$ cat src/hdl/mpdot_pkg.sv
// Package for the four-row mixed precision dot unit.
// Item and result types, precision codes, lane control. No dependencies.
package mpdot_pkg;

    localparam int ROWS      = 4;
    localparam int VEC_ELEMS = 4;
    localparam int PROD_W    = 18;

    typedef enum logic [1:0] {
        PREC_INT8 = 2'd0,
        PREC_INT4 = 2'd1,
        PREC_INT2 = 2'd2
    } t_prec;

    typedef struct packed {
        logic signed [7:0] weight_byte_row0;
        logic signed [7:0] weight_byte_row1;
        logic signed [7:0] weight_byte_row2;
        logic signed [7:0] weight_byte_row3;
        logic signed [7:0] vec_elem0;
        logic signed [7:0] vec_elem1;
        logic signed [7:0] vec_elem2;
        logic signed [7:0] vec_elem3;
        logic              last_item;
    } t_item;

    typedef struct packed {
        logic signed [31:0] sum_row0;
        logic signed [31:0] sum_row1;
        logic signed [31:0] sum_row2;
        logic signed [31:0] sum_row3;
    } t_result;

    typedef logic [VEC_ELEMS-1:0][7:0] t_vec;

    typedef struct packed {
        logic load;  // capture product of the incoming item
        logic step;  // add held product into the accumulator
        logic last;  // held product closes the dot product
    } t_lane_ctl;

endpackage

$ cat src/hdl/mpdot_lane.sv
// One row lane: weight unpacking, product sum register and accumulator.
// Depends on mpdot_pkg.
module mpdot_lane #(
    parameter int ACC_WIDTH = 32
) (
    input  logic                  i_clk,
    input  logic                  i_rst_n,
    input  mpdot_pkg::t_lane_ctl  i_ctl,
    input  logic [1:0]            i_prec,
    input  logic [7:0]            i_wbyte,
    input  mpdot_pkg::t_vec       i_vec,
    output logic [ACC_WIDTH-1:0]  o_sum
);

    logic signed [7:0]                   w [mpdot_pkg::VEC_ELEMS];
    logic signed [15:0]                  p_el [mpdot_pkg::VEC_ELEMS];
    logic signed [mpdot_pkg::PROD_W-1:0] n_prod;
    logic signed [mpdot_pkg::PROD_W-1:0] r_prod;
    logic [ACC_WIDTH-1:0]                r_acc;
    logic [ACC_WIDTH-1:0]                n_acc;

    always_comb begin
        for (int i = 0; i < mpdot_pkg::VEC_ELEMS; i++) begin
            w[i] = '0;
        end
        unique case (i_prec)
            mpdot_pkg::PREC_INT4: begin
                w[0] = {{4{i_wbyte[3]}}, i_wbyte[3:0]};
                w[1] = {{4{i_wbyte[7]}}, i_wbyte[7:4]};
            end
            mpdot_pkg::PREC_INT2: begin
                w[0] = {{6{i_wbyte[1]}}, i_wbyte[1:0]};
                w[1] = {{6{i_wbyte[3]}}, i_wbyte[3:2]};
                w[2] = {{6{i_wbyte[5]}}, i_wbyte[5:4]};
                w[3] = {{6{i_wbyte[7]}}, i_wbyte[7:6]};
            end
            default: begin
                w[0] = i_wbyte;
            end
        endcase
    end

    always_comb begin
        n_prod = '0;
        for (int i = 0; i < mpdot_pkg::VEC_ELEMS; i++) begin
            p_el[i] = w[i] * $signed(i_vec[i]);
            n_prod  = n_prod + mpdot_pkg::PROD_W'(p_el[i]);
        end
    end

    always_ff @(posedge i_clk) begin
        if (i_ctl.load) begin
            r_prod <= n_prod;
        end
    end

    assign o_sum = r_acc + ACC_WIDTH'(r_prod);
    assign n_acc = i_ctl.last ? '0 : o_sum;

    always_ff @(posedge i_clk) begin
        if (!i_rst_n) begin
            r_acc <= '0;
        end else if (i_ctl.step) begin
            r_acc <= n_acc;
        end
    end

endmodule

$ cat src/hdl/mpdot_out.sv
// Result register: loads the merged lane sums as one result item and holds it
// until taken. Depends on mpdot_pkg.
module mpdot_out (
    input  logic               i_clk,
    input  logic               i_rst_n,
    input  logic               i_load,
    input  mpdot_pkg::t_result i_data,
    input  logic               i_stall,
    output logic               o_valid,
    output mpdot_pkg::t_result o_data
);

    logic               r_valid;
    logic               n_valid;
    mpdot_pkg::t_result r_data;

    assign n_valid = i_load | (r_valid & i_stall);

    always_ff @(posedge i_clk) begin
        if (!i_rst_n) begin
            r_valid <= 1'b0;
        end else begin
            r_valid <= n_valid;
        end
    end

    always_ff @(posedge i_clk) begin
        if (i_load) begin
            r_data <= i_data;
        end
    end

    assign o_valid = r_valid;
    assign o_data  = r_data;

endmodule

$ cat src/hdl/four_row_mixed_precision_dot_unit.sv
// Top level of the four-row mixed precision dot unit: four row lanes and
// the result register. Depends on mpdot_pkg, mpdot_lane, mpdot_out.
//
//  channel | direction | handshake                   | payload
//  in      | input     | i_in_valid / o_in_stall     | i_in_data  (t_item)
//  out     | output    | o_out_valid / i_out_stall   | o_out_data (t_result)
//  cfg     | input     | i_cfg_we                    | i_cfg_wdata (precision)
//
// One item per cycle while o_in_stall is low; a last item's sums go via the result register.
// Lanes register the per-item product sum, then accumulate it.
// Reset clears the accumulators, the precision (int8) and all valid flags.
// o_in_stall rises only when a last item waits on a full, stalled result register.
module four_row_mixed_precision_dot_unit #(
    parameter int ACC_WIDTH = 32
) (
    input  logic               i_clk,
    input  logic               i_rst_n,
    input  logic               i_in_valid,
    input  mpdot_pkg::t_item   i_in_data,
    output logic               o_in_stall,
    output logic               o_out_valid,
    output mpdot_pkg::t_result o_out_data,
    input  logic               i_out_stall,
    input  logic               i_cfg_we,
    input  logic [1:0]         i_cfg_wdata
);

    logic [1:0]            r_prec_q;
    logic                  r_p_v;
    logic                  r_p_last;
    logic                  blocked;
    logic                  in_acc;
    mpdot_pkg::t_lane_ctl  lane_ctl;
    mpdot_pkg::t_vec       vec;
    logic [7:0]            wbytes [mpdot_pkg::ROWS];
    logic [ACC_WIDTH-1:0]  sums [mpdot_pkg::ROWS];
    logic [31:0]           sums32 [mpdot_pkg::ROWS];
    mpdot_pkg::t_result    result;

    always_ff @(posedge i_clk) begin
        if (!i_rst_n) begin
            r_prec_q <= mpdot_pkg::PREC_INT8;
        end else if (i_cfg_we) begin
            r_prec_q <= i_cfg_wdata;
        end
    end

    assign blocked    = r_p_v & r_p_last & o_out_valid & i_out_stall;
    assign in_acc     = i_in_valid & ~blocked;
    assign o_in_stall = blocked;

    always_ff @(posedge i_clk) begin
        if (!i_rst_n) begin
            r_p_v    <= 1'b0;
            r_p_last <= 1'b0;
        end else if (!blocked) begin
            r_p_v    <= in_acc;
            r_p_last <= i_in_data.last_item;
        end
    end

    assign lane_ctl.load = in_acc;
    assign lane_ctl.step = r_p_v & ~blocked;
    assign lane_ctl.last = r_p_last;

    assign vec    = {i_in_data.vec_elem3, i_in_data.vec_elem2,
                     i_in_data.vec_elem1, i_in_data.vec_elem0};
    assign wbytes[0] = i_in_data.weight_byte_row0;
    assign wbytes[1] = i_in_data.weight_byte_row1;
    assign wbytes[2] = i_in_data.weight_byte_row2;
    assign wbytes[3] = i_in_data.weight_byte_row3;

    for (genvar g = 0; g < mpdot_pkg::ROWS; g++) begin : g_lane
        mpdot_lane #(
            .ACC_WIDTH (ACC_WIDTH)
        ) u_lane (
            .i_clk   (i_clk),
            .i_rst_n (i_rst_n),
            .i_ctl   (lane_ctl),
            .i_prec  (r_prec_q),
            .i_wbyte (wbytes[g]),
            .i_vec   (vec),
            .o_sum   (sums[g])
        );
        // accumulator zero-extended or cut to the 32-bit result field
        assign sums32[g] = 32'(64'(sums[g]));
    end

    assign result.sum_row0 = sums32[0];
    assign result.sum_row1 = sums32[1];
    assign result.sum_row2 = sums32[2];
    assign result.sum_row3 = sums32[3];

    mpdot_out u_out (
        .i_clk   (i_clk),
        .i_rst_n (i_rst_n),
        .i_load  (r_p_v & r_p_last & ~blocked),
        .i_data  (result),
        .i_stall (i_out_stall),
        .o_valid (o_out_valid),
        .o_data  (o_out_data)
    );

endmodule

$ cat config.mk
export PLATFORM = sky130hd
export DESIGN_NAME = four_row_mixed_precision_dot_unit
export DESIGN_NICKNAME = d
export VERILOG_FILES = /design/src/hdl/mpdot_pkg.sv /design/src/hdl/mpdot_lane.sv /design/src/hdl/mpdot_out.sv /design/src/hdl/four_row_mixed_precision_dot_unit.sv
export SDC_FILE = /design/constraint.sdc
export NUM_CORES = 2
export LEC_CHECK = 0
export ABC_AREA = 1
export CORE_UTILIZATION = 53
export CTS_BUF_LIST = sky130_fd_sc_hd__clkbuf_4
export DETAILED_ROUTE_END_ITERATION = 8
export DONT_BUFFER_PORTS = 1
export GPL_ROUTABILITY_DRIVEN = 0
export PLACE_DENSITY = 0.66
export SLEW_MARGIN = 20
export SYNTH_ARGS = -nofsm -noshare
export SYNTH_HDL_FRONTEND = slang
export SYNTH_SLANG_ARGS = --single-unit
$ cat constraint.sdc
create_clock -name i_clk -period 11 [get_ports i_clk]
set_input_delay 2.2 -clock i_clk [delete_from_list [all_inputs] [get_ports i_clk]]
set_output_delay 2.2 -clock i_clk [all_outputs]
set_load 0.02 [all_outputs]
==> results.py <==
metrics = {
    "finish": {
        "final.fill_count": 9176,
        "post_layout_nonfiller_instances": 7878,
        "numnets_final": 7971,
        "syn2layout_area_growth_pct": 4.954,
        "post_route_cells_drive_above_1_share_pct": 3.781,
    },
    "sta": {
        "timing.max_slew.rel_slack_pct": 27.89,
        "setup_ws_final_ps": 1924,
        "clock_skew_ps": 184.2,
        "worst_hold_slack_ps": 469.0,
        "slew_viol_final": 0,
        "timing_hold_violations_final": 0,
        "min_period_over_period_pct": 82.51,
        "finalSetupViolations": 0,
        "setup-tns-final_ps": 0,
        "upper_clock_frequency_limit_mhz": 110.2,
        "finalWorstPathRequiredPeriod_ps": 9076,
        "grt_setup_unrepaired": "false",
        "worst_slew_pin_slew_ps": 1082,
    },
    "global_routing": {
        "gr-total-overflow": 0,
        "grt_antenna_before_repair": 3,
        "global_route.usage.total_pct": 28.76,
        "via_count_of_the_first_global_routing_pass": 41180,
        "largest_net_degree_at_the_start_of_global_routing": 85,
        "grt_pass1_wl_mm": 223.9,
    },
    "worst_setup_path": {
        "crit_type": "reg2reg",
        "cell_with_the_largest_stage_delay_on_the_worst_path": "sky130_fd_sc_hd__inv_1",
        "cp_data_arrival_time_ps": 9740,
        "end_kind": "flop",
        "cp-start-kind": "flop",
        "timing.critical_path.mode_cell": "sky130_fd_sc_hd__inv_1",
        "cpLargestDelayFamily": "adder cells",
        "critPathBufInv": 10,
        "critPathMaxFanout": 21,
        "number_of_cells_on_the_worst_reg_to_reg_path": 29,
        "critPathRequiredTime_ps": 11660,
        "slowest_delay_ps": 840,
        "path_depth": 29,
    },
    "logic_synthesis": {
        "post_synth.cell_area_avg_um2": 8.139,
        "number_of_distinct_standard_cells_referenced_by_the_synthesized_netlist": 37,
        "synthesis.yosys.warnings": 0,
        "ys_seq_elements": 333,
        "netlist_area_pre_place_mm2": 0.05282,
        "mappedNetlistNets": 7952,
        "post_syn_instances": 6489,
        "seq_total_area_yosys_pct": 16.41,
    },
    "detailed_routing": {
        "detail_route.wl_per_cell_um": 17.97,
        "finalWirelength_mm": 141.6,
        "drc_violation_count_after_routing": 0,
        "dr.pass1.iters": 5,
        "drt-initial-drc-count": 2606,
        "routed_vias": 40020,
        "drt-vias-per-instance": 5.080,
        "postRouteAntennaNets": 0,
    },
    "clocking": {
        "cts_made_buffers": 95,
        "ctsLongestPathBuffers": 3,
        "post-cts-setup-buffers": 0,
        "holdBufCountCts": 0,
        "clkTransAtPathRegs_ps": 60,
        "numClockSinks": 333,
        "post_cts_resized": 0,
        "tritoncts": "done",
        "clock_latency_ps": 1070,
        "htreeDepth": 3,
        "clock-root-buffer": "sky130_fd_sc_hd__clkbuf_4",
    },
    "die": {
        "start_util_pct": 53.59,
        "chipWidth_um": 317.7,
        "io_pins": 202,
        "rows": 115,
        "die_h_um": 317.7,
        "die_ar_mm2": 0.1009,
        "core_footprint_mm2": 0.09856,
    },
    "placement": {
        "placed_instances": 7698,
        "pre_cts_ws_ps": 1862,
        "port_buffers": 0,
        "detailed_place_hpwl_mm": 118.0,
    },
    "hold_path": {
        "hold_path.class": "reg2reg",
        "worst_hold_path.num_cells": 2,
    },
    "run_status": {
        "status": "finished, final reports clean",
    },
    "job": {
        "max_cap_violations": 0,
    },
}
-- Yosys cell counts --
| library cell | instances | area, µm² |
|---|---|---|
| sky130_fd_sc_hd__nor3_2 | 15 | 150.1 |
| sky130_fd_sc_hd__inv_2 | 15 | 56.30 |
| sky130_fd_sc_hd__or2_2 | 12 | 75.07 |
| sky130_fd_sc_hd__nand3b_1 | 8 | 60.06 |
| sky130_fd_sc_hd__a21oi_1 | 267 | 1336 |
| sky130_fd_sc_hd__nor3_1 | 20 | 100.1 |
| sky130_fd_sc_hd__a21o_1 | 15 | 112.6 |
| sky130_fd_sc_hd__xor2_2 | 10 | 162.7 |
| sky130_fd_sc_hd__nand2_2 | 18 | 112.6 |
| sky130_fd_sc_hd__xor2_1 | 98 | 858.3 |
| sky130_fd_sc_hd__clkinv_1 | 4 | 15.01 |
| sky130_fd_sc_hd__a31oi_1 | 3 | 18.77 |
| sky130_fd_sc_hd__nand2_1 | 1450 | 5443 |
| sky130_fd_sc_hd__inv_1 | 1812 | 6802 |
| sky130_fd_sc_hd__nor2_1 | 467 | 1753 |
| sky130_fd_sc_hd__ha_1 | 510 | 6381 |
| sky130_fd_sc_hd__a211oi_1 | 1 | 7.510 |
| sky130_fd_sc_hd__and3_1 | 11 | 68.82 |
| sky130_fd_sc_hd__o2111ai_1 | 1 | 8.760 |
| sky130_fd_sc_hd__buf_4 | 1 | 7.510 |
| sky130_fd_sc_hd__fa_1 | 881 | 17640 |
| sky130_fd_sc_hd__nand3_1 | 226 | 1131 |
| sky130_fd_sc_hd__buf_1 | 3 | 11.26 |
| sky130_fd_sc_hd__and2_1 | 79 | 494.2 |
| sky130_fd_sc_hd__o211ai_1 | 2 | 15.01 |
| sky130_fd_sc_hd__o21ai_1 | 9 | 45.04 |
| sky130_fd_sc_hd__o21bai_1 | 21 | 157.7 |
| sky130_fd_sc_hd__edfxtp_1 | 200 | 6006 |
| sky130_fd_sc_hd__o21ai_0 | 31 | 155.2 |
| sky130_fd_sc_hd__a22o_1 | 4 | 35.03 |
| sky130_fd_sc_hd__nand4_1 | 26 | 162.7 |
| sky130_fd_sc_hd__xnor2_1 | 39 | 341.6 |
| sky130_fd_sc_hd__clkbuf_1 | 53 | 198.9 |
| sky130_fd_sc_hd__dfxtp_1 | 133 | 2663 |
| sky130_fd_sc_hd__nand3_2 | 1 | 10.01 |
| sky130_fd_sc_hd__nor2_2 | 8 | 50.05 |
| sky130_fd_sc_hd__buf_2 | 35 | 175.2 |
-- worst paths after layout --
kind                                   from                          end  slack [ps]
setup / recovery                r_prec_q[0]  g_lane[1].u_lane.r_prod[13]        1920
hold / removal    g_lane[2].u_lane.r_acc[3]    g_lane[2].u_lane.r_acc[3]         470
setup reg to reg                r_prec_q[0]  g_lane[1].u_lane.r_prod[13]        1920
hold reg to reg   g_lane[2].u_lane.r_acc[3]    g_lane[2].u_lane.r_acc[3]         470
-- area by class of cell --
cell class	instances	area, µm²	share of cell area (%)
Antenna cell	6	15.01	0.02709
Clock buffer	133	998.5	1.801
Clock inverter	41	247.7	0.4469
Inverter	1831	6875	12.40
Multi-Input combinational cell	4233	36910	66.59
Sequential cell	333	8668	15.64
Tap cell	1287	1610	2.905
Timing Repair Buffer	14	105.1	0.1896
-- registers in the layout (all words and copies together), names as in the netlist --
name and cells:
u_out.o_valid 1, g_lane.u_lane.r_prod 72, g_lane.u_lane.r_acc 128, r_prec_q 2, r_p_last 1, u_out.o_data 128, r_p_v 1
-- stage by stage --
stage	util, %	instance area [µm²]
final	56.24	55430
after global routing	56.24	55430
after global placement	54.96	54170
after detailed placement	54.96	54170
after CTS	56.23	55420
after floorplan	-	52820
-- routing by layer --
| metal | up-vias | GRT usage [%] | routed length (µm) | part of all wire, % |
|---|---|---|---|---|
| met1 | 19210 | 38.06 | 60490 | 43 |
| met3 | 289 | 6.241 | 10910 | 7.7 |
| li1 | 19230 | - | - | - |
| met2 | 1289 | 46.29 | 64460 | 46 |
| met5 | - | 0 | 31 | 0.022 |
| met4 | 4 | 10.92 | 5704 | 4.0 |
-- cell usage in the layout (no fill, tap or decap), drive strengths merged, types with 133 or more instances in the layout --
master and n:
inv 1831, nand2 1468, fa 881, ha 510, nor2 475, a21oi 267, nand3 227, edfxtp 200
clkbuf 133, dfxtp 133
-- cells by family after synthesis --
kind of cell               Yosys count  share of synthesized area, %
and+or+nand+nor                   2341                         18.20
buffers and inverters             1923                         13.76
adders and majority gates         1391                         45.47
AOI/OAI and AO/OA                  354                         3.582
DFF                                333                         16.41
xor gates and xnor gates           147                         2.580
-- worst min-delay path: stages, from the launching register on --
cell,delay (ps)
sky130_fd_sc_hd__dfxtp_1,310
sky130_fd_sc_hd__nand2_1,60
sky130_fd_sc_hd__a21oi_1,50
Power is not shown: default switching activity piles up to over one toggle a cycle in this logic, so the estimate is an artifact.
